[src/rtl/nls_pkg.sv]
// ----------------------------------------------------------------------------
// nls_pkg: shared types and constants for the numeric literal scanner
// Character codes, scanner phase and status codes, payload structs and
// character class helpers.
// ----------------------------------------------------------------------------
package nls_pkg;

  // Default saturation limit for the literal length
  localparam int unsigned MaxLenDefault = 255;

  // Character codes
  localparam logic [7:0] CharDot   = 8'h2E;
  localparam logic [7:0] CharLowE  = 8'h65;
  localparam logic [7:0] CharUpE   = 8'h45;
  localparam logic [7:0] CharPlus  = 8'h2B;
  localparam logic [7:0] CharMinus = 8'h2D;

  // Scanner phases
  localparam logic [2:0] PhIdle     = 3'd0;
  localparam logic [2:0] PhDigits   = 3'd1;
  localparam logic [2:0] PhDot      = 3'd2;
  localparam logic [2:0] PhExpSign  = 3'd3;
  localparam logic [2:0] PhExpDigit = 3'd4;

  // Result status codes
  localparam logic [2:0] StOk         = 3'd0;
  localparam logic [2:0] StSecondDot  = 3'd1;
  localparam logic [2:0] StDotAfterEx = 3'd2;
  localparam logic [2:0] StNoDigitDot = 3'd3;
  localparam logic [2:0] StSecondExp  = 3'd4;
  localparam logic [2:0] StNoDigitExp = 3'd5;
  localparam logic [2:0] StLetter     = 3'd6;

  // Held-back character counts
  localparam logic [1:0] HeldNone  = 2'd0;
  localparam logic [1:0] HeldOne   = 2'd1;
  localparam logic [1:0] HeldRange = 2'd2;

  // Token kinds
  localparam logic KindInt   = 1'b0;
  localparam logic KindFloat = 1'b1;

  typedef struct packed {
    logic [7:0] ch;
    logic       begin_req;
    logic       at_end;
  } char_t;

  typedef struct packed {
    logic       token_kind;
    logic [7:0] literal_length;
    logic [2:0] status;
    logic [1:0] held_back;
  } token_t;

  function automatic logic dec_numeral(input logic [7:0] c);
    dec_numeral = (c >= 8'h30) && (c <= 8'h39);
  endfunction

  function automatic logic is_letter(input logic [7:0] c);
    is_letter = ((c >= 8'h41) && (c <= 8'h5A)) || ((c >= 8'h61) && (c <= 8'h7A));
  endfunction

endpackage

[src/rtl/nls_if.sv]
// ----------------------------------------------------------------------------
// nls_if: channel interfaces of the numeric literal scanner
// Character input channel and token result channel, valid/ready handshake.
// ----------------------------------------------------------------------------
interface nls_char_if;
  logic       valid;
  logic       ready;
  logic [7:0] ch;
  logic       begin_req;
  logic       at_end;

  modport source (output valid, output ch, output begin_req, output at_end, input ready);
  modport sink   (input valid, input ch, input begin_req, input at_end, output ready);
endinterface

interface nls_tok_if;
  logic       valid;
  logic       ready;
  logic       token_kind;
  logic [7:0] literal_length;
  logic [2:0] status;
  logic [1:0] held_back;

  modport source (output valid, output token_kind, output literal_length,
                  output status, output held_back, input ready);
  modport sink   (input valid, input token_kind, input literal_length,
                  input status, input held_back, output ready);
endinterface

[src/rtl/numeric_literal_scanner.sv]
// A character is held in the input register; its token, if any, is then registered in the token register.
// Throughput: one character per cycle; a waiting token stalls input only when
// the next character also ends a literal and the token register is still full.
// Reset (rst_ni low, asynchronous): scanner idle, flags and length cleared, both
// registers empty.
// ----------------------------------------------------------------------------
// numeric_literal_scanner: streaming lexer for one numeric literal
// Input register, scanner core and token register in a single-pass pipeline.
// ----------------------------------------------------------------------------
module numeric_literal_scanner #(
  parameter int unsigned MaxLen = nls_pkg::MaxLenDefault
) (
  input  logic       clk_i,
  input  logic       rst_ni,
  nls_char_if.sink   char_i,
  nls_tok_if.source  tok_o
);

  nls_pkg::char_t  char_in;
  nls_pkg::char_t  char_q;
  nls_pkg::token_t token_d;
  nls_pkg::token_t token_q;
  logic            in_valid;
  logic            res_valid;
  logic            out_free;
  logic            advance;

  assign char_in.ch        = char_i.ch;
  assign char_in.begin_req = char_i.begin_req;
  assign char_in.at_end    = char_i.at_end;

  // Held character moves on unless it makes a token with nowhere to go
  assign advance = in_valid && (!res_valid || out_free);

  nls_in_stage u_in (
    .clk_i   (clk_i),
    .rst_ni  (rst_ni),
    .valid_i (char_i.valid),
    .ready_o (char_i.ready),
    .char_i  (char_in),
    .valid_o (in_valid),
    .take_i  (advance),
    .char_o  (char_q)
  );

  nls_core #(
    .MaxLen (MaxLen)
  ) u_core (
    .clk_i       (clk_i),
    .rst_ni      (rst_ni),
    .char_i      (char_q),
    .advance_i   (advance),
    .res_valid_o (res_valid),
    .token_o     (token_d)
  );

  nls_out_stage u_out (
    .clk_i   (clk_i),
    .rst_ni  (rst_ni),
    .load_i  (advance && res_valid),
    .token_i (token_d),
    .free_o  (out_free),
    .valid_o (tok_o.valid),
    .ready_i (tok_o.ready),
    .token_o (token_q)
  );

  assign tok_o.token_kind     = token_q.token_kind;
  assign tok_o.literal_length = token_q.literal_length;
  assign tok_o.status         = token_q.status;
  assign tok_o.held_back      = token_q.held_back;

endmodule

[src/rtl/nls_in_stage.sv]
// ----------------------------------------------------------------------------
// nls_in_stage: character input register
// Captures one character transaction per cycle; frees when the core takes it.
// ----------------------------------------------------------------------------
module nls_in_stage (
  input  logic            clk_i,
  input  logic            rst_ni,
  input  logic            valid_i,
  output logic            ready_o,
  input  nls_pkg::char_t  char_i,
  output logic            valid_o,
  input  logic            take_i,
  output nls_pkg::char_t  char_o
);

  logic           valid_q;
  nls_pkg::char_t char_q;

  // Free when empty or when the held character moves on this cycle
  assign ready_o = !valid_q || take_i;

  always_ff @(posedge clk_i or negedge rst_ni) begin
    if (!rst_ni) begin
      valid_q <= 1'b0;
    end else if (ready_o) begin
      valid_q <= valid_i;
    end
  end

  always_ff @(posedge clk_i) begin
    if (ready_o && valid_i) begin
      char_q <= char_i;
    end
  end

  assign valid_o = valid_q;
  assign char_o  = char_q;

endmodule

[src/rtl/nls_core.sv]
// ----------------------------------------------------------------------------
// nls_core: scanner state and next-state logic
// Holds phase, point/exponent flags and the saturating length; decides per
// character whether the literal ends and with what token.
// ----------------------------------------------------------------------------
module nls_core #(
  parameter int unsigned MaxLen = nls_pkg::MaxLenDefault
) (
  input  logic            clk_i,
  input  logic            rst_ni,
  input  nls_pkg::char_t  char_i,
  input  logic            advance_i,
  output logic            res_valid_o,
  output nls_pkg::token_t token_o
);

  localparam logic [7:0] LenLimit = (MaxLen > 255) ? 8'd255 : 8'(MaxLen);

  logic [2:0] phase_q, phase_d;
  logic       point_q, point_d;
  logic       exp_q, exp_d;
  logic [7:0] cnt_q, cnt_d;

  logic       clear;
  logic [1:0] inc;
  logic       res;
  logic [2:0] st;
  logic [1:0] held;
  logic [7:0] cnt_base;
  logic [8:0] cnt_sum;
  logic       dig;
  logic       ltr;

  assign dig = nls_pkg::dec_numeral(char_i.ch);
  assign ltr = nls_pkg::is_letter(char_i.ch);

  // Next state and result decision
  always_comb begin
    phase_d = phase_q;
    point_d = point_q;
    exp_d   = exp_q;
    clear   = 1'b0;
    inc     = 2'd0;
    res     = 1'b0;
    st      = nls_pkg::StOk;
    held    = nls_pkg::HeldNone;
    if (char_i.at_end) begin
      case (phase_q)
        nls_pkg::PhDigits: begin
          res = 1'b1;
        end
        nls_pkg::PhDot: begin
          res = 1'b1;
          if (point_q) begin
            st   = nls_pkg::StSecondDot;
            held = nls_pkg::HeldOne;
          end else if (exp_q) begin
            st   = nls_pkg::StDotAfterEx;
            held = nls_pkg::HeldOne;
          end else begin
            point_d = 1'b1;
            inc     = 2'd1;
            st      = nls_pkg::StNoDigitDot;
          end
        end
        nls_pkg::PhExpSign, nls_pkg::PhExpDigit: begin
          res = 1'b1;
          st  = nls_pkg::StNoDigitExp;
        end
        default: begin
          phase_d = nls_pkg::PhIdle;
        end
      endcase
    end else if (char_i.begin_req) begin
      point_d = 1'b0;
      exp_d   = 1'b0;
      clear   = 1'b1;
      if (dig) begin
        inc     = 2'd1;
        phase_d = nls_pkg::PhDigits;
      end else begin
        phase_d = nls_pkg::PhIdle;
      end
    end else begin
      case (phase_q)
        nls_pkg::PhDigits: begin
          if (dig) begin
            inc = 2'd1;
          end else if (char_i.ch == nls_pkg::CharDot) begin
            phase_d = nls_pkg::PhDot;
          end else if (char_i.ch == nls_pkg::CharLowE || char_i.ch == nls_pkg::CharUpE) begin
            if (exp_q) begin
              res  = 1'b1;
              st   = nls_pkg::StSecondExp;
              held = nls_pkg::HeldOne;
            end else begin
              exp_d   = 1'b1;
              inc     = 2'd1;
              phase_d = nls_pkg::PhExpSign;
            end
          end else begin
            res  = 1'b1;
            st   = ltr ? nls_pkg::StLetter : nls_pkg::StOk;
            held = nls_pkg::HeldOne;
          end
        end
        nls_pkg::PhDot: begin
          if (char_i.ch == nls_pkg::CharDot) begin
            // Range operator: both dots go back to the source
            res  = 1'b1;
            held = nls_pkg::HeldRange;
          end else if (point_q) begin
            res  = 1'b1;
            st   = nls_pkg::StSecondDot;
            held = nls_pkg::HeldRange;
          end else if (exp_q) begin
            res  = 1'b1;
            st   = nls_pkg::StDotAfterEx;
            held = nls_pkg::HeldRange;
          end else begin
            point_d = 1'b1;
            if (dig) begin
              inc     = 2'd2;
              phase_d = nls_pkg::PhDigits;
            end else begin
              inc  = 2'd1;
              res  = 1'b1;
              st   = nls_pkg::StNoDigitDot;
              held = nls_pkg::HeldOne;
            end
          end
        end
        nls_pkg::PhExpSign: begin
          if (char_i.ch == nls_pkg::CharPlus || char_i.ch == nls_pkg::CharMinus) begin
            inc     = 2'd1;
            phase_d = nls_pkg::PhExpDigit;
          end else if (dig) begin
            inc     = 2'd1;
            phase_d = nls_pkg::PhDigits;
          end else begin
            res  = 1'b1;
            st   = nls_pkg::StNoDigitExp;
            held = nls_pkg::HeldOne;
          end
        end
        nls_pkg::PhExpDigit: begin
          if (dig) begin
            inc     = 2'd1;
            phase_d = nls_pkg::PhDigits;
          end else begin
            res  = 1'b1;
            st   = nls_pkg::StNoDigitExp;
            held = nls_pkg::HeldOne;
          end
        end
        default: begin
          phase_d = nls_pkg::PhIdle;
        end
      endcase
    end
    if (res) begin
      phase_d = nls_pkg::PhIdle;
    end
  end

  // Saturating length update (count never exceeds the limit)
  assign cnt_base = clear ? 8'd0 : cnt_q;
  assign cnt_sum  = {1'b0, cnt_base} + {7'd0, inc};
  assign cnt_d    = (cnt_sum > {1'b0, LenLimit}) ? LenLimit : cnt_sum[7:0];

  always_ff @(posedge clk_i or negedge rst_ni) begin
    if (!rst_ni) begin
      phase_q <= nls_pkg::PhIdle;
      point_q <= 1'b0;
      exp_q   <= 1'b0;
      cnt_q   <= 8'd0;
    end else if (advance_i) begin
      phase_q <= phase_d;
      point_q <= point_d;
      exp_q   <= exp_d;
      cnt_q   <= cnt_d;
    end
  end

  assign res_valid_o            = res;
  assign token_o.token_kind     = (point_d | exp_d) ? nls_pkg::KindFloat : nls_pkg::KindInt;
  assign token_o.literal_length = cnt_d;
  assign token_o.status         = st;
  assign token_o.held_back      = held;

  // A finished literal always returns the scanner to idle
  a_res_idle: assert property (@(posedge clk_i) disable iff (!rst_ni)
    advance_i && res |=> phase_q == nls_pkg::PhIdle)
    else $error("scanner not idle after a token");

  // Exponent phases only follow an accepted exponent marker
  a_exp_flag: assert property (@(posedge clk_i) disable iff (!rst_ni)
    (phase_q == nls_pkg::PhExpSign || phase_q == nls_pkg::PhExpDigit) |-> exp_q)
    else $error("exponent phase without exponent flag");

  // Every reported literal holds at least its first digit
  a_len_nonzero: assert property (@(posedge clk_i) disable iff (!rst_ni)
    advance_i && res |-> cnt_d != 8'd0)
    else $error("token with zero length");

  // A new literal starts with clean flags
  a_begin_clear: assert property (@(posedge clk_i) disable iff (!rst_ni)
    advance_i && char_i.begin_req && !char_i.at_end |=> !point_q && !exp_q)
    else $error("flags not cleared on literal start");

endmodule

[src/rtl/nls_out_stage.sv]
// ----------------------------------------------------------------------------
// nls_out_stage: token result register
// Holds one token transaction until the sink takes it; reloads in the same
// cycle the old one leaves.
// ----------------------------------------------------------------------------
module nls_out_stage (
  input  logic            clk_i,
  input  logic            rst_ni,
  input  logic            load_i,
  input  nls_pkg::token_t token_i,
  output logic            free_o,
  output logic            valid_o,
  input  logic            ready_i,
  output nls_pkg::token_t token_o
);

  logic            valid_q;
  nls_pkg::token_t token_q;

  assign free_o = !valid_q || ready_i;

  always_ff @(posedge clk_i or negedge rst_ni) begin
    if (!rst_ni) begin
      valid_q <= 1'b0;
    end else if (free_o) begin
      valid_q <= load_i;
    end
  end

  always_ff @(posedge clk_i) begin
    if (free_o && load_i) begin
      token_q <= token_i;
    end
  end

  assign valid_o = valid_q;
  assign token_o = token_q;

endmodule
[src/flat_wrapper.sv]
// flat-port wrapper written by rule: the top's interface ports become plain ports
module numeric_literal_scanner_flat 
#(
  parameter int unsigned MaxLen = nls_pkg::MaxLenDefault
)
  (clk_i, rst_ni, char_i_valid, char_i_ch, char_i_begin_req, char_i_at_end, char_i_ready, tok_o_valid, tok_o_token_kind, tok_o_literal_length, tok_o_status, tok_o_held_back, tok_o_ready);
  nls_char_if char_i_i ();
  nls_tok_if tok_o_i ();
  input  logic clk_i;
  input  logic rst_ni;
  input wire logic [$bits(char_i_i.valid)-1:0] char_i_valid;
  input wire logic [$bits(char_i_i.ch)-1:0] char_i_ch;
  input wire logic [$bits(char_i_i.begin_req)-1:0] char_i_begin_req;
  input wire logic [$bits(char_i_i.at_end)-1:0] char_i_at_end;
  output wire logic [$bits(char_i_i.ready)-1:0] char_i_ready;
  output wire logic [$bits(tok_o_i.valid)-1:0] tok_o_valid;
  output wire logic [$bits(tok_o_i.token_kind)-1:0] tok_o_token_kind;
  output wire logic [$bits(tok_o_i.literal_length)-1:0] tok_o_literal_length;
  output wire logic [$bits(tok_o_i.status)-1:0] tok_o_status;
  output wire logic [$bits(tok_o_i.held_back)-1:0] tok_o_held_back;
  input wire logic [$bits(tok_o_i.ready)-1:0] tok_o_ready;
  assign char_i_i.valid = char_i_valid;
  assign char_i_i.ch = char_i_ch;
  assign char_i_i.begin_req = char_i_begin_req;
  assign char_i_i.at_end = char_i_at_end;
  assign char_i_ready = char_i_i.ready;
  assign tok_o_valid = tok_o_i.valid;
  assign tok_o_token_kind = tok_o_i.token_kind;
  assign tok_o_literal_length = tok_o_i.literal_length;
  assign tok_o_status = tok_o_i.status;
  assign tok_o_held_back = tok_o_i.held_back;
  assign tok_o_i.ready = tok_o_ready;
  numeric_literal_scanner #(.MaxLen(MaxLen)) u_core (.clk_i(clk_i), .rst_ni(rst_ni), .char_i(char_i_i), .tok_o(tok_o_i));
endmodule
[config.mk]
export PLATFORM = sky130hd
export DESIGN_NAME = numeric_literal_scanner_flat
export DESIGN_NICKNAME = d
export VERILOG_FILES = /design/src/rtl/nls_pkg.sv /design/src/rtl/nls_if.sv /design/src/rtl/numeric_literal_scanner.sv /design/src/rtl/nls_in_stage.sv /design/src/rtl/nls_core.sv /design/src/rtl/nls_out_stage.sv /design/src/flat_wrapper.sv
export SDC_FILE = /design/constraint.sdc
export NUM_CORES = 1
export LEC_CHECK = 0
export BUFFER_PORTS_ARGS = -buffer_cell sky130_fd_sc_hd__buf_2
export CAP_MARGIN = 10
export CELL_PAD_IN_SITES_DETAIL_PLACEMENT = 1
export CELL_PAD_IN_SITES_GLOBAL_PLACEMENT = 2
export CORE_MARGIN = 5
export CORE_UTILIZATION = 30
export CTS_CLUSTER_DIAMETER = 150
export CTS_CLUSTER_SIZE = 12
export DETAILED_ROUTE_END_ITERATION = 12
export PLACE_DENSITY_LB_ADDON = 0.1
export SLEW_MARGIN = 20
export SYNTH_ARGS = -nofsm -noshare
export SYNTH_HDL_FRONTEND = slang
export SYNTH_SLANG_ARGS = --single-unit
[constraint.sdc]
create_clock -name clk_i -period 5.6 [get_ports clk_i]
set_clock_uncertainty 0.1 [all_clocks]
set_input_delay 0.28 -clock clk_i [delete_from_list [all_inputs] [get_ports clk_i]]
set_output_delay 0.28 -clock clk_i [all_outputs]
set_load 0.1 [all_outputs]
Word level (Yosys, flattened, before mapping) --
Index checks and enable logic that the tools add are counted.
Storage, ports and cells: flip-flop bits (word level) 39, word-level logic and storage cells 149, input port bits 14
Operators by class: reduce and logical (&&, ||, !) cells 19, $lt $le $gt $ge 7, add/subtract/negate cells 1, bitwise operators 1, eq/ne operators 16, muxes and demuxes 92
Operators by type and width (number):
- 3-bit 2-to-1 mux | 22
- 2-bit 2-to-1 mux | 23
- 1-bit 2-to-1 mux | 39
- 8-bit by 6-bit == test with 1-bit output, second input constant | 3
- 3-bit one-hot mux with 4 select lines | 2
- 5-bit by 2-bit inequality test with 1-bit output, second input constant | 4
- 8-bit by 7-bit == test with 1-bit output, second input constant | 2
- 8-bit by 7-bit >= comparator with 1-bit output, second input constant | 2
- 8-bit by 7-bit less-or-equal comparator with 1-bit output, second input constant | 2
- 8-bit 2-to-1 mux | 2
- 2-bit one-hot mux with 4 select lines | 2
- 6-bit by 3-bit inequality test with 1-bit output, second input constant | 2
- 8-bit by 2-bit adder with 9-bit output | 1
- 9-bit by 8-bit greater-than comparator with 1-bit output, second input constant | 1
- 8-bit by 6-bit >= comparator with 1-bit output, second input constant | 1
- 8-bit by 6-bit less-or-equal comparator with 1-bit output, second input constant | 1
- 8-bit AND reduction | 1
- 1-bit logical AND | 7
- 3-bit by 2-bit == test with 1-bit output, second input constant | 2
- 1-bit logical OR | 6
- 3-bit one-hot mux with 2 select lines | 1
- 1-bit one-hot mux with 4 select lines | 1
- 4-bit OR reduction | 1
- 3-bit by 1-bit == test with 1-bit output, second input constant | 1
- other kinds (5) | 7

Depth between registers and ports, before layout --
Gate-level depths: netlist of the first run.
depth after elaboration 14, depth in mapped cells 15, gate-level depth less buffers 14

By module --
A second synthesis of the first run with hierarchy kept.
Second synthesis, totals: cell total of the unflattened synthesis 207, area total of the unflattened synthesis 2243.4 sq um
Modules (own cells, without submodules):
- nls_core | seq. area each 325.3 sq um, cells each 172, area an instance 1396.3 sq um, instances 1
- nls_out_stage | seq. area each 445.4 sq um, cells each 18, area an instance 474.2 sq um, instances 1
- nls_in_stage | seq. area each 325.3 sq um, cells each 14, area an instance 354.1 sq um, instances 1
- numeric_literal_scanner | seq. area each 0.0 sq um, cells each 3, area an instance 18.8 sq um, instances 1

Worst setup path after synthesis of the first run --
OpenSTA, ideal clock, no wires.
path type register to register, start register, netlist name u_core.u_in.char_o[9], end register u_core.u_core.cnt_q[0], period minus slack after synthesis 3.283 ns, cell stages (with the launch flop) 14, arrival time 3.058 ns, setup slack 2.317 ns, setup time 0.125 ns, path through edfxtp_1 > or3b_1 > clkbuf_1 > or4_1 > buf_4 > a32oi_1 > o21ai_0 > ha_1 > fa_1 > nand2_1 > nor2b_1 > nand4_1 > nand2b_1 > mux2_2
RTL lines:
- end signal, assigned | RTL line nls_core.sv:181 | cnt_q <= cnt_d;
- end, declared | RTL line nls_core.sv:22 | logic [7:0] cnt_q, cnt_d;

==> results of run 1 <==
==> power breakdown <==
| group | switching (W) | leakage, nW | internal (W) |
|---|---|---|---|
| Sequential | 0.0000117 | 0.444 | 0.000313 |
| Clock | 0.000110 | 0.0618 | 0.000147 |
| Combinational | 0.0000282 | 0.520 | 0.0000174 |
| Total | 0.000150 | 1.03 | 0.000477 |
==> cells by family (layout without fill, tap and decap cells) <==
| family | after synthesis | in the layout | share of synthesized area |
|---|---|---|---|
| XOR/XNOR | 7 | 7 | 0.0274 |
| AO/OA/AOI/OAI | 62 | 62 | 0.214 |
| buffers and inverters | 12 | 43 | 0.0224 |
| AND/OR/NAND/NOR | 81 | 81 | 0.188 |
| adder cells (fa/ha/maj) | 3 | 3 | 0.0201 |
| flip-flops | 39 | 39 | 0.490 |
| multiplexers | 7 | 7 | 0.0380 |
==> Yosys cell counts (all sizes together), types with 4 or more instances <==
master / count
nand2: 22
nor2: 15
o21ai: 12
clkbuf: 7
nand2b: 6
o22ai: 4
mux2: 6
a41oi: 4
a21oi: 12
xnor2: 4
and2: 4
o21a: 4
nor2b: 7
dfrtp: 15
nand3: 5
edfxtp: 24
nand4: 4
==> state kept, by name, indices dropped and copies added, names as in the netlist <==
| register | flops |
|---|---|
| u_core.u_core.point_q | 1 |
| u_core.u_out.token_o | 14 |
| u_core.u_core.cnt_q | 8 |
| u_core.u_in.valid_o | 1 |
| u_core.u_core.phase_q | 3 |
| u_core.u_in.char_o | 10 |
| u_core.u_out.valid_o | 1 |
| u_core.u_core.exp_q | 1 |
==> cells in the final DEF, fill, tap and decap left out, types with 3 or more instances in the layout <==
master,count
sky130_fd_sc_hd__a21oi_1,12
sky130_fd_sc_hd__a32oi_1,3
sky130_fd_sc_hd__and2_1,4
sky130_fd_sc_hd__buf_2,29
sky130_fd_sc_hd__clkbuf_8,6
sky130_fd_sc_hd__dfrtp_1,15
sky130_fd_sc_hd__edfxtp_1,24
sky130_fd_sc_hd__inv_1,3
sky130_fd_sc_hd__mux2_2,4
sky130_fd_sc_hd__nand2_1,22
sky130_fd_sc_hd__nand2b_1,6
sky130_fd_sc_hd__nand3_1,5
sky130_fd_sc_hd__nand3b_1,3
sky130_fd_sc_hd__nand4_1,4
sky130_fd_sc_hd__nor2_1,15
sky130_fd_sc_hd__nor2b_1,7
sky130_fd_sc_hd__nor3_1,3
sky130_fd_sc_hd__o21a_1,4
sky130_fd_sc_hd__o21ai_0,8
sky130_fd_sc_hd__o21ai_1,4
sky130_fd_sc_hd__o22ai_1,4
sky130_fd_sc_hd__o31a_1,3
sky130_fd_sc_hd__or4_1,3
sky130_fd_sc_hd__xnor2_1,4
sky130_fd_sc_hd__xor2_1,3
==> layout make-up <==
| cell class | instances | area, µm² |
|---|---|---|
| clock buffers | 6 | 82.6 |
| clock inverters | 2 | 38.8 |
| fillers | 833 | 4640 |
| inverters | 3 | 11.3 |
| multi-input cells | 160 | 1090 |
| flip-flops and latches | 39 | 1100 |
| well taps | 99 | 124 |
| repair buffers | 32 | 170 |
==> worst register-to-register path, cell delays in order (launching register included) <==
cell	delay [ps]
sky130_fd_sc_hd__edfxtp_1	410
sky130_fd_sc_hd__or3b_1	500
sky130_fd_sc_hd__or4_1	660
sky130_fd_sc_hd__a32oi_1	310
sky130_fd_sc_hd__o21ai_0	140
sky130_fd_sc_hd__ha_1	260
sky130_fd_sc_hd__fa_1	440
sky130_fd_sc_hd__nand2_1	130
sky130_fd_sc_hd__nor2b_1	80
sky130_fd_sc_hd__nand4_1	300
sky130_fd_sc_hd__nand2b_1	130
sky130_fd_sc_hd__mux2_2	280
==> worst min-delay path by stage <==
stage / slack, ps / endpoint / from
floorplan: -120 / u_core.u_core.cnt_q[0] / rst_ni
global placement: 130 / u_core.u_core.cnt_q[5] / rst_ni
detailed placement: 130 / u_core.u_core.cnt_q[5] / rst_ni
CTS: 40 / u_core.u_in.char_o[2] / char_i_ch[0]
global route: 40 / u_core.u_in.char_o[2] / char_i_ch[0]
finish: 50 / u_core.u_in.char_o[2] / char_i_ch[0]
==> stage by stage <==
| step | util | worst slack, ps | cell area, µm² |
|---|---|---|---|
| floorplan | - | 2320 | 2240 |
| global placement | 0.342 | 1700 | 2480 |
| detailed placement | 0.342 | 1730 | 2480 |
| CTS | 0.361 | 1700 | 2620 |
| global route | 0.361 | 1450 | 2620 |
| finish | 0.361 | 1750 | 2620 |
==> metal layers <==
layer,track usage,vias to the layer above,wire [µm]
li1,-,861,-
met1,0.202,881,3050
met2,0.194,33,2420
met3,0.0263,7,177
met4,0.0386,0,60
met5,0,-,0
==> repair_timing <==
| item | CTS | global route |
|---|---|---|
| hold buffers | 1 | 0 |
| gates resized for setup | 0 | 0 |
| hold endpoints to repair | 15 | 0 |
| endpoints found under the setup margin | 0 | 0 |
==> summary.txt, run 1 <==
Setup path
  • Biggest fanout along the worst timing path: 10
  • Highest-delay cell along the critical path: sky130_fd_sc_hd__or4_1
  • Startpoint types: flop
  • R2r endpoint: u_core.u_core.cnt_q[1]
  • Setup crit start: u_core.u_in.char_o[9]
  • Reg2Reg Launch Point: u_core.u_in.char_o[9]
  • Worst path bufs/invs: 0
  • Biggest cell delay along the critical path: roughly 660 ps
  • Reg2reg path depth: 11
  • WP data arrival: a little under 4000 ps
  • Critical path endpoint category: flop
  • List of cells traversed by the critical path: or3b_1, or4_1, a32oi_1, o21ai_0, ha_1, fa_1, nand2_1, nor2b_1, nand4_1, nand2b_1, mux2_2
  • Worst setup path category: reg2reg
  • Logic depth of the worst path, buffers included: 11
  • Timing endpoint of the critical path: u_core.u_core.cnt_q[1]
  • Kind of cell with the highest combined delay on the critical path: simple AND/OR/NAND/NOR gates
  • R2R Setup Slk: 1750 ps
  • Critical Path RT: 5690 ps

Clocking
  • Worst-path clk slew: roughly 80 ps
  • CTS tree: yes
  • Count of clock tree sinks: 39
  • Worst skew pair latency: roughly 300 ps
  • CTS Buf Count: 5
  • Root Buffer Master: sky130_fd_sc_hd__clkbuf_8
  • Number of buffers inserted by post-CTS setup repair: 0
  • H-Tree Level Count: 2
  • Maximum count of clock buffers along a single path: 2

Pwr
  • Power Total: around 0.00063 W
  • Power per Cell Area: between 200 and 250 nW/µm²
  • Leakage: a little over 1 nW
  • Peak supply drop: roughly 0.13 mV

Layout
  • Count of antenna diodes in the layout: 0
  • NumNets Final: 258
  • Area delta synth->final: 16.8%
  • Final cell count without fillers: around 340
  • Share of post-route cells with drive strength above 1: 0.211

Timing
  • Max Freq: about 260 MHz
  • Share of the clock period used by the worst path: 0.688
  • Sum Neg Setup Slack: 0 ps
  • Slew at the pin with the worst max-slew slack: between 700 and 800 ps
  • Worst hold margin: between 40 and 50 ps
  • Max-slew violations: 0
  • RSZ-0062 raised after global routing: no
  • Relative slew slack: 0.510
  • Number of endpoints with negative hold slack in the final report: 0
  • Final critical delay including setup and external delays: ~3900 ps
  • Final-report setup violation count: 0

Floorplan
  • Core ar.: slightly above 7000 µm²
  • Core Rows: 31
  • I/O Pins: 30
  • Die Span Y: 96.4 µm
  • Die W: 96.4 µm
  • Die area: a little over 9000 µm²
  • Starting density of the core: 0.309

Status
  • Result of the run: completed

Synth
  • Synth warnings: 0
  • Post-synth design cell area: 2240 µm²
  • Mean instance size in the synthesized netlist: between 10 and 15 µm²
  • Most common flop cell mapped by yosys: sky130_fd_sc_hd__edfxtp_1
  • Main area contributors after synthesis: sky130_fd_sc_hd__edfxtp_1 (32%), sky130_fd_sc_hd__dfrtp_1 (17%), sky130_fd_sc_hd__nand2_1 (3.7%)
  • Number of storage elements in the synthesis netlist: 39
  • Instance count of the mapped netlist: between 200 and 250
  • Nets in the synthesized netlist: between 200 and 250
  • Area share of the largest cell type after synthesis: 0.322
  • Post-synth EDFFs: 24
  • Distinct cells, synth: 54
  • Sequential share of the synthesized area: 0.490
  • Async set or reset register ratio after synthesis: 0.385
  • Library cell with the largest summed area after synthesis: sky130_fd_sc_hd__edfxtp_1

Global route
  • Antenna violations before repair: 0
  • Via count of the first global-routing pass: 1818
  • First-pass GRT wire length: ~9.4 mm
  • Overflow after GRT: 0
  • Pin count of the biggest net entering global routing: 19
  • GRT Util Overall: 0.134

Routing
  • TritonRoute pass-1 iters: 4
  • 1st-iter DRT viols: 93
  • Number of nets with antenna violations after detailed routing: 0
  • Wire per inst: around 17 µm
  • Via total after detailed routing: roughly 1800
  • Number of design rule violations left after detail routing: 0
  • Mean number of vias per cell: 5.23
  • Total routed wirelength: approximately 5.7 mm

Run
  • Max-cap check violation count: 0

Hold path
  • Min-Delay Path Depth: 1
  • Worst hold path type: in2reg

Placement
  • Placed cell count: 332
  • GP Congestion: 0.769
  • HPWL after detailed placement: about 4.2 mm
  • PortBufs: 29
(Power assumes the default switching activity.)
==> inputs of run 2 (changes only) <==
- clock period: 5.6 -> 3.82 ns (I/O delays scaled with it)
==> run 2 against run 1 <==
  * Sequential share of layout area shrank 2.3 points
  * Cell count grew 6.5%
  * Via count is 2.5% higher
  * Sequential power up 46%
  * Register-to-register slack lost 1300 ps
  * Highest routed layer unchanged
  * Largest power group unchanged
==> summary.txt, run 2 (synthesis results as in run 1) <==
Routing
  • TritonRoute pass-1 iters: 4 (unchanged)
  • Via total after detailed routing: 1827 (was 1782)
  • Wire per inst: 16.3 µm (was 16.7 µm)
  • Number of nets with antenna violations after detailed routing: 0 (unchanged)
  • Total routed wirelength: 5.90 mm (was 5.71 mm)
  • Mean number of vias per cell: 5.03 (was 5.23)
  • 1st-iter DRT viols: 83 (was 93)
  • Number of design rule violations left after detail routing: 0 (unchanged)

Layout
  • Final instance area: 2770 µm² (was 2620 µm²)
  • Share of post-route cells with drive strength above 1: 0.227 (was 0.211)
  • NumNets Final: 280 (was 258)
  • Commonest non-fill, non-tap cell in the layout: sky130_fd_sc_hd__buf_2 (unchanged)
  • Top library cells by usage in the layout, fill and taps aside: sky130_fd_sc_hd__buf_2 (29), sky130_fd_sc_hd__edfxtp_1 (24), sky130_fd_sc_hd__nand2_1 (22) (unchanged)
  • Area delta synth->final: 23.8% (was 16.8%)
  • Number of flip-flops in the largest register: 14 (unchanged)
  • Count of antenna diodes in the layout: 0 (unchanged)

Timing
  • Max-slew violations: 0 (unchanged)
  • RSZ-0062 raised after global routing: no (unchanged)
  • Number of endpoints with negative hold slack in the final report: 0 (unchanged)
  • Slew at the pin with the worst max-slew slack: 492 ps (was 734 ps)
  • Setup WS post-layout: 370 ps (was 1750 ps)
  • Final-report setup violation count: 0 (unchanged)
  • Relative slew slack: 0.674 (was 0.510)
  • Share of the clock period used by the worst path: 0.903
  • Max Freq: approximately 290 MHz
  • Sum Neg Setup Slack: 0 ps (unchanged)
  • Final critical delay including setup and external delays: between 3000 and 4000 ps
  • Worst hold margin: 95.6 ps (was 48.8 ps)

Clocking
  • CTS Buf Count: 5 (unchanged)
  • CTS tree: yes (unchanged)
  • Root Buffer Master: sky130_fd_sc_hd__clkbuf_8 (unchanged)
  • Maximum count of clock buffers along a single path: 2 (unchanged)
  • Worst skew pair latency: 300 ps (about the same)
  • Count of clock tree sinks: 39 (unchanged)
  • Worst-path clk slew: 80 ps (about the same)
  • H-Tree Level Count: 2 (unchanged)
  • Count of instances resized after the clock tree is built: 0 (unchanged)

Pwr
  • Power per Cell Area: 302 nW/µm² (was 240 nW/µm²)
  • Leakage: 1.10 nW (was 1.03 nW)
  • Peak supply drop: 0.133 mV (was 0.129 mV)

Run
  • Max-cap check violation count: 0 (unchanged)

Global route
  • Via count of the first global-routing pass: 1903 (was 1818)
  • First-pass GRT wire length: 10.0 mm (was 9.41 mm)
  • Antenna violations before repair: 0 (unchanged)
  • Pin count of the biggest net entering global routing: 16 (was 19)
  • Overflow after GRT: 0 (unchanged)
  • GRT Util Overall: 0.143 (was 0.134)

Floorplan
  • Core Rows: 31 (unchanged)
  • I/O Pins: 30 (unchanged)
  • Die W: 96.4 µm (unchanged)
  • Die area: 9290 µm² (unchanged)
  • Die Span Y: 96.4 µm (unchanged)
  • Starting density of the core: 0.309 (unchanged)
  • Core ar.: 7250 µm² (unchanged)

Setup path
  • WP data arrival: 3160 ps (was 3940 ps)
  • Critical Path RT: 3530 ps (was 5690 ps)
  • Critical path endpoint category: primary output (was flop)
  • Startpoint types: flop (unchanged)
  • Biggest fanout along the worst timing path: 8 (was 10)
  • Worst setup path category: reg2out (was reg2reg)

Placement
  • Post-Place Cell Area: 2560 µm² (was 2480 µm²)
  • PortBufs: 29 (unchanged)
  • GP Congestion: 0.714 (was 0.769)
  • Post-Place Worst Slack: 253 ps (was 1730 ps)
  • HPWL after detailed placement: 4.47 mm (was 4.24 mm)

Hold path
  • Worst hold path type: in2reg (unchanged)

Status
  • Result of the run: completed (unchanged)
-- run 2: cell count changes in the layout (fill, tap and decap cells not counted) --
| cell | change |
|---|---|
| sky130_fd_sc_hd__dlygate4sd3_1 | +11 |
| sky130_fd_sc_hd__buf_4 | +11 |
| sky130_fd_sc_hd__clkinvlp_4 | +1 |
| sky130_fd_sc_hd__clkbuf_8 | -1 |
| sky130_fd_sc_hd__clkbuf_1 | +2 |
| sky130_fd_sc_hd__bufinv_16 | -1 |
| sky130_fd_sc_hd__inv_6 | -1 |
-- run 2: per-stage QoR --
step	std cells	power (W)	utilization
floorplan	211	0.000524	-
global placement	342	0.000556	0.353
detailed placement	342	0.000556	0.353
CTS	362	0.000851	0.381
global route	363	0.000877	0.382
finish	363	0.000837	0.382
-- run 2: critical path: stages, from the launching register on --
cell	delay, ps
sky130_fd_sc_hd__edfxtp_1	420
sky130_fd_sc_hd__or3b_1	480
sky130_fd_sc_hd__or4_1	450
sky130_fd_sc_hd__buf_4	200
sky130_fd_sc_hd__a41oi_4	190
sky130_fd_sc_hd__nand2_1	150
sky130_fd_sc_hd__a21boi_1	380
sky130_fd_sc_hd__or2_1	170
sky130_fd_sc_hd__buf_2	420
-- run 2: final cells by class --
type | instances | area, µm²
fill | 842 | 4480
sequential | 39 | 1100
multi-input combinational | 160 | 1090
timing repair buffer | 54 | 363
tap | 99 | 124
clock buffer | 7 | 76.3
inverter | 3 | 11.3
clock inverter | 1 | 7.51
-- run 2: layer usage --
metal | global-route usage | vias up | routed length [µm]
li1 | - | 901 | -
met1 | 0.212 | 883 | 3000
met2 | 0.212 | 37 | 2590
met3 | 0.0271 | 6 | 230
met4 | 0.0421 | 0 | 78
met5 | 0 | - | 0
-- run 2: repair_timing --
item	4_1_cts	5_1_grt
setup endpoints to repair	0	1
hold buffers	12	0
endpoints found under the hold margin	26	0
buffers inserted	0	1
-- run 2: worst paths after layout --
path	cells past startpoint	startpoint	slack, ps	end
max	8	u_core.u_in.char_o[9]	370	char_i_ready
min	3	tok_o_ready	100	u_core.u_out.valid_o
min in group asynchronous	2	rst_ni	230	u_core.u_core.cnt_q[5]
max in group asynchronous	2	rst_ni	3090	u_core.u_core.phase_q[1]
min reg2reg	1	u_core.u_core.cnt_q[0]	430	u_core.u_core.cnt_q[0]
max reg2reg	12	u_core.u_in.char_o[9]	410	u_core.u_core.cnt_q[1]
-- run 2: power breakdown --
part | internal (W) | total, W | switching (W)
Combinational | 0.0000368 | 0.0000818 | 0.0000450
Sequential | 0.000459 | 0.000473 | 0.0000142
Clock | 0.000129 | 0.000282 | 0.000152
==> inputs of run 3 (changes only) <==
- CORE_ASPECT_RATIO: default -> 0.8
- CORE_UTILIZATION: 30 -> 37
- clock period: 3.82 -> 3.7 ns (I/O delays scaled with it)
==> run 3 against run 2 <==
  * Sequential share of layout area is 0.97 points higher
  * Die area is 17% lower
  * Count of clock-buffer cells in the layout rose by 1
  * Sequential power rose by 4%
  * Global-route usage increased by 1.4 points
  * Wire length down 4.0%
  * Critical path type unchanged
  * Highest routed layer unchanged
==> summary.txt, run 3 (synthesis results as in run 1) <==
Routing
  • Via total after detailed routing: 1841 (was 1827)
  • Number of nets with antenna violations after detailed routing: 0 (unchanged)
  • Number of design rule violations left after detail routing: 0 (unchanged)
  • Total routed wirelength: 5.67 mm (was 5.90 mm)
  • Wire per inst: 16.7 µm (was 16.3 µm)
  • Mean number of vias per cell: 5.41 (was 5.03)
  • TritonRoute pass-1 iters: 4 (unchanged)
  • 1st-iter DRT viols: 81 (was 83)

Timing
  • Final critical delay including setup and external delays: between 3000 and 4000 ps
  • Number of endpoints with negative hold slack in the final report: 0 (unchanged)
  • Sum Neg Setup Slack: 0 ps (unchanged)
  • Share of the clock period used by the worst path: 0.924
  • Slew at the pin with the worst max-slew slack: 620 ps (was 492 ps)
  • RSZ-0062 raised after global routing: no (unchanged)
  • Final-report setup violation count: 0 (unchanged)
  • Relative slew slack: 0.586 (was 0.674)
  • Max-slew violations: 0 (unchanged)
  • Max Freq: between 200 and 300 MHz

Hold path
  • Worst hold path type: in2reg (unchanged)
  • Min-Delay Endpoint: u_core.u_in.valid_o (was u_core.u_out.valid_o)
  • Min-Delay Path Depth: 2 (was 3)
  • Worst hold path startpoint: char_i_valid (was tok_o_ready)

Setup path
  • WP data arrival: 3130 ps (was 3160 ps)
  • R2r endpoint: u_core.u_core.cnt_q[1] (unchanged)
  • Kind of cell with the highest combined delay on the critical path: simple AND/OR/NAND/NOR gates (unchanged)
  • Critical Path RT: 3410 ps (was 3530 ps)
  • Critical path endpoint category: primary output (unchanged)
  • Reg2reg path depth: 12 (unchanged)
  • Worst setup path category: reg2out (unchanged)
  • Biggest fanout along the worst timing path: 8 (unchanged)
  • Biggest cell delay along the critical path: 480 ps (about the same)
  • Startpoint types: flop (unchanged)
  • Highest-delay cell along the critical path: sky130_fd_sc_hd__or3b_1 (unchanged)
  • Reg2Reg Launch Point: u_core.u_in.char_o[9] (unchanged)
  • Worst path bufs/invs: 2 (unchanged)
  • List of cells traversed by the critical path: or3b_1, or4_1, buf_4, a41oi_4, nand2_1, a21boi_1, or2_1, buf_2 (unchanged)
  • R2R Setup Slk: 300 ps (was 410 ps)

Floorplan
  • I/O Pins: 30 (unchanged)
  • Die Span Y: 79.6 µm (was 96.4 µm)
  • Die W: 97.0 µm (was 96.4 µm)
  • Core Rows: 25 (was 31)
  • Core ar.: 5880 µm² (was 7250 µm²)
  • Starting density of the core: 0.381 (was 0.309)
  • Die area: 7720 µm² (was 9290 µm²)

Layout
  • Commonest non-fill, non-tap cell in the layout: sky130_fd_sc_hd__buf_2 (unchanged)
  • Number of flip-flops in the largest register: 14 (unchanged)
  • Area occupied by multi-input gates: 1090 µm² (unchanged)
  • Share of post-route cells with drive strength above 1: 0.212 (was 0.227)
  • Register area: 1100 µm² (unchanged)
  • Filler cells: 686 (was 842)
  • Count of antenna diodes in the layout: 0 (unchanged)
  • Final cell count without fillers: 340 (was 363)
  • NumNets Final: 275 (was 280)
  • Area delta synth->final: 20.8% (was 23.8%)
  • Top library cells by usage in the layout, fill and taps aside: sky130_fd_sc_hd__buf_2 (29), sky130_fd_sc_hd__edfxtp_1 (24), sky130_fd_sc_hd__nand2_1 (22) (unchanged)

Clocking
  • Count of clock tree sinks: 39 (unchanged)
  • Count of instances resized after the clock tree is built: 0 (unchanged)
  • Worst-path clk slew: 70 ps (was 80 ps)
  • Worst skew pair latency: 290 ps (was 300 ps)
  • H-Tree Level Count: 2 (unchanged)
  • CTS tree: yes (unchanged)
  • Root Buffer Master: sky130_fd_sc_hd__clkbuf_8 (unchanged)
  • Maximum count of clock buffers along a single path: 2 (unchanged)
  • CTS Buf Count: 5 (unchanged)

Global route
  • Overflow after GRT: 0 (unchanged)
  • Via count of the first global-routing pass: 1874 (was 1903)
  • First-pass GRT wire length: 9.50 mm (was 10.0 mm)
  • Antenna violations before repair: 0 (unchanged)
  • GRT Util Overall: 0.157 (was 0.143)
  • Pin count of the biggest net entering global routing: 19 (was 16)

Pwr
  • Share of power burned in combinational logic: 0.095 (was 0.098)
  • Leakage: 1.08 nW (was 1.10 nW)
  • Internal power contribution: 0.000643 W (was 0.000625 W)
  • Power per Cell Area: 312 nW/µm² (was 302 nW/µm²)
  • Switching power of the nets: 0.000201 W (was 0.000212 W)
  • Switching share of power: 0.238 (was 0.253)
  • Part of the total power dissipated in sequential elements: 0.581 (was 0.565)
  • Clock network fraction of total power: 0.324 (was 0.337)
  • Peak supply drop: 0.227 mV (was 0.133 mV)

Placement
  • GP Congestion: 0.845 (was 0.714)
  • Placed cell count: 320 (was 342)
  • PortBufs: 29 (unchanged)
  • HPWL after detailed placement: 4.33 mm (was 4.47 mm)

Status
  • Result of the run: completed (unchanged)

Run
  • Max-cap check violation count: 0 (unchanged)
[run 3: cell count changes in the layout (fill, tap and decap cells not counted)]
| cell | previous run | this run |
|---|---|---|
| sky130_fd_sc_hd__clkinvlp_4 | 1 | 0 |
| sky130_fd_sc_hd__buf_4 | 13 | 9 |
| sky130_fd_sc_hd__clkbuf_1 | 2 | 3 |
| sky130_fd_sc_hd__dlygate4sd3_1 | 12 | 11 |
[run 3: worst max path at each step]
stage                          startpoint                      to  slack (ps)  cells after the start
detailed placement  u_core.u_in.char_o[9]  u_core.u_core.cnt_q[1]         190                     11
global route        u_core.u_in.char_o[9]  u_core.u_core.cnt_q[0]         110                     12
finish              u_core.u_in.char_o[9]            char_i_ready         280                      8
global placement    u_core.u_in.char_o[9]  u_core.u_core.cnt_q[0]         330                     11
CTS                 u_core.u_in.char_o[9]  u_core.u_core.cnt_q[1]         170                     11
floorplan           u_core.u_in.char_o[9]  u_core.u_core.cnt_q[0]         420                     13
[run 3: timing repair]
action	in CTS	in global routing
hold buffers	11	0
endpoints found under the hold margin	25	0
setup endpoints to repair	0	5
buffers inserted	0	1
[run 3: through the flow]
| step | power, W | hold WS, ps | setup WS (ps) | area (µm²) | util |
|---|---|---|---|---|---|
| 2_1_floorplan | 0.000541 | -211 | 417 | 2240 | - |
| 5_1_grt | 0.000889 | 6.61 | 106 | 2700 | 0.460 |
| 3_3_place_gp | 0.000568 | 11.0 | 333 | 2510 | 0.426 |
| 6_report | 0.000844 | 21.5 | 280 | 2700 | 0.460 |
| 4_1_cts | 0.000853 | 17.0 | 172 | 2700 | 0.459 |
| 3_5_place_dp | 0.000571 | 24.5 | 195 | 2510 | 0.426 |
[run 3: power groups by stage]
stage / Clock, W / Combinational [W] / Sequential (W)
final: 0.000273 / 0.0000799 / 0.000490
after global routing: 0.000308 / 0.0000890 / 0.000492
after CTS: 0.000283 / 0.0000806 / 0.000490
after detailed placement: 0 / 0.0000718 / 0.000499
after global placement: 0 / 0.0000694 / 0.000499
after floorplan: 0 / 0.0000465 / 0.000495
[run 3: layer usage]
| metal | up-vias | global-route usage | part of all wire |
|---|---|---|---|
| li1 | 891 | - | - |
| met1 | 906 | 0.220 | 0.51 |
| met2 | 42 | 0.233 | 0.43 |
| met3 | 2 | 0.0559 | 0.053 |
| met4 | 0 | 0.0309 | 0.0042 |
| met5 | - | 0 | 0 |
[run 3: area by class of cell]
cell class,instances,area share
flip-flops and latches,39,0.405
well taps,81,0.0375
repair buffers,49,0.119
inverters,3,0.00416
clock buffers,8,0.0296
multi-input cells,160,0.404
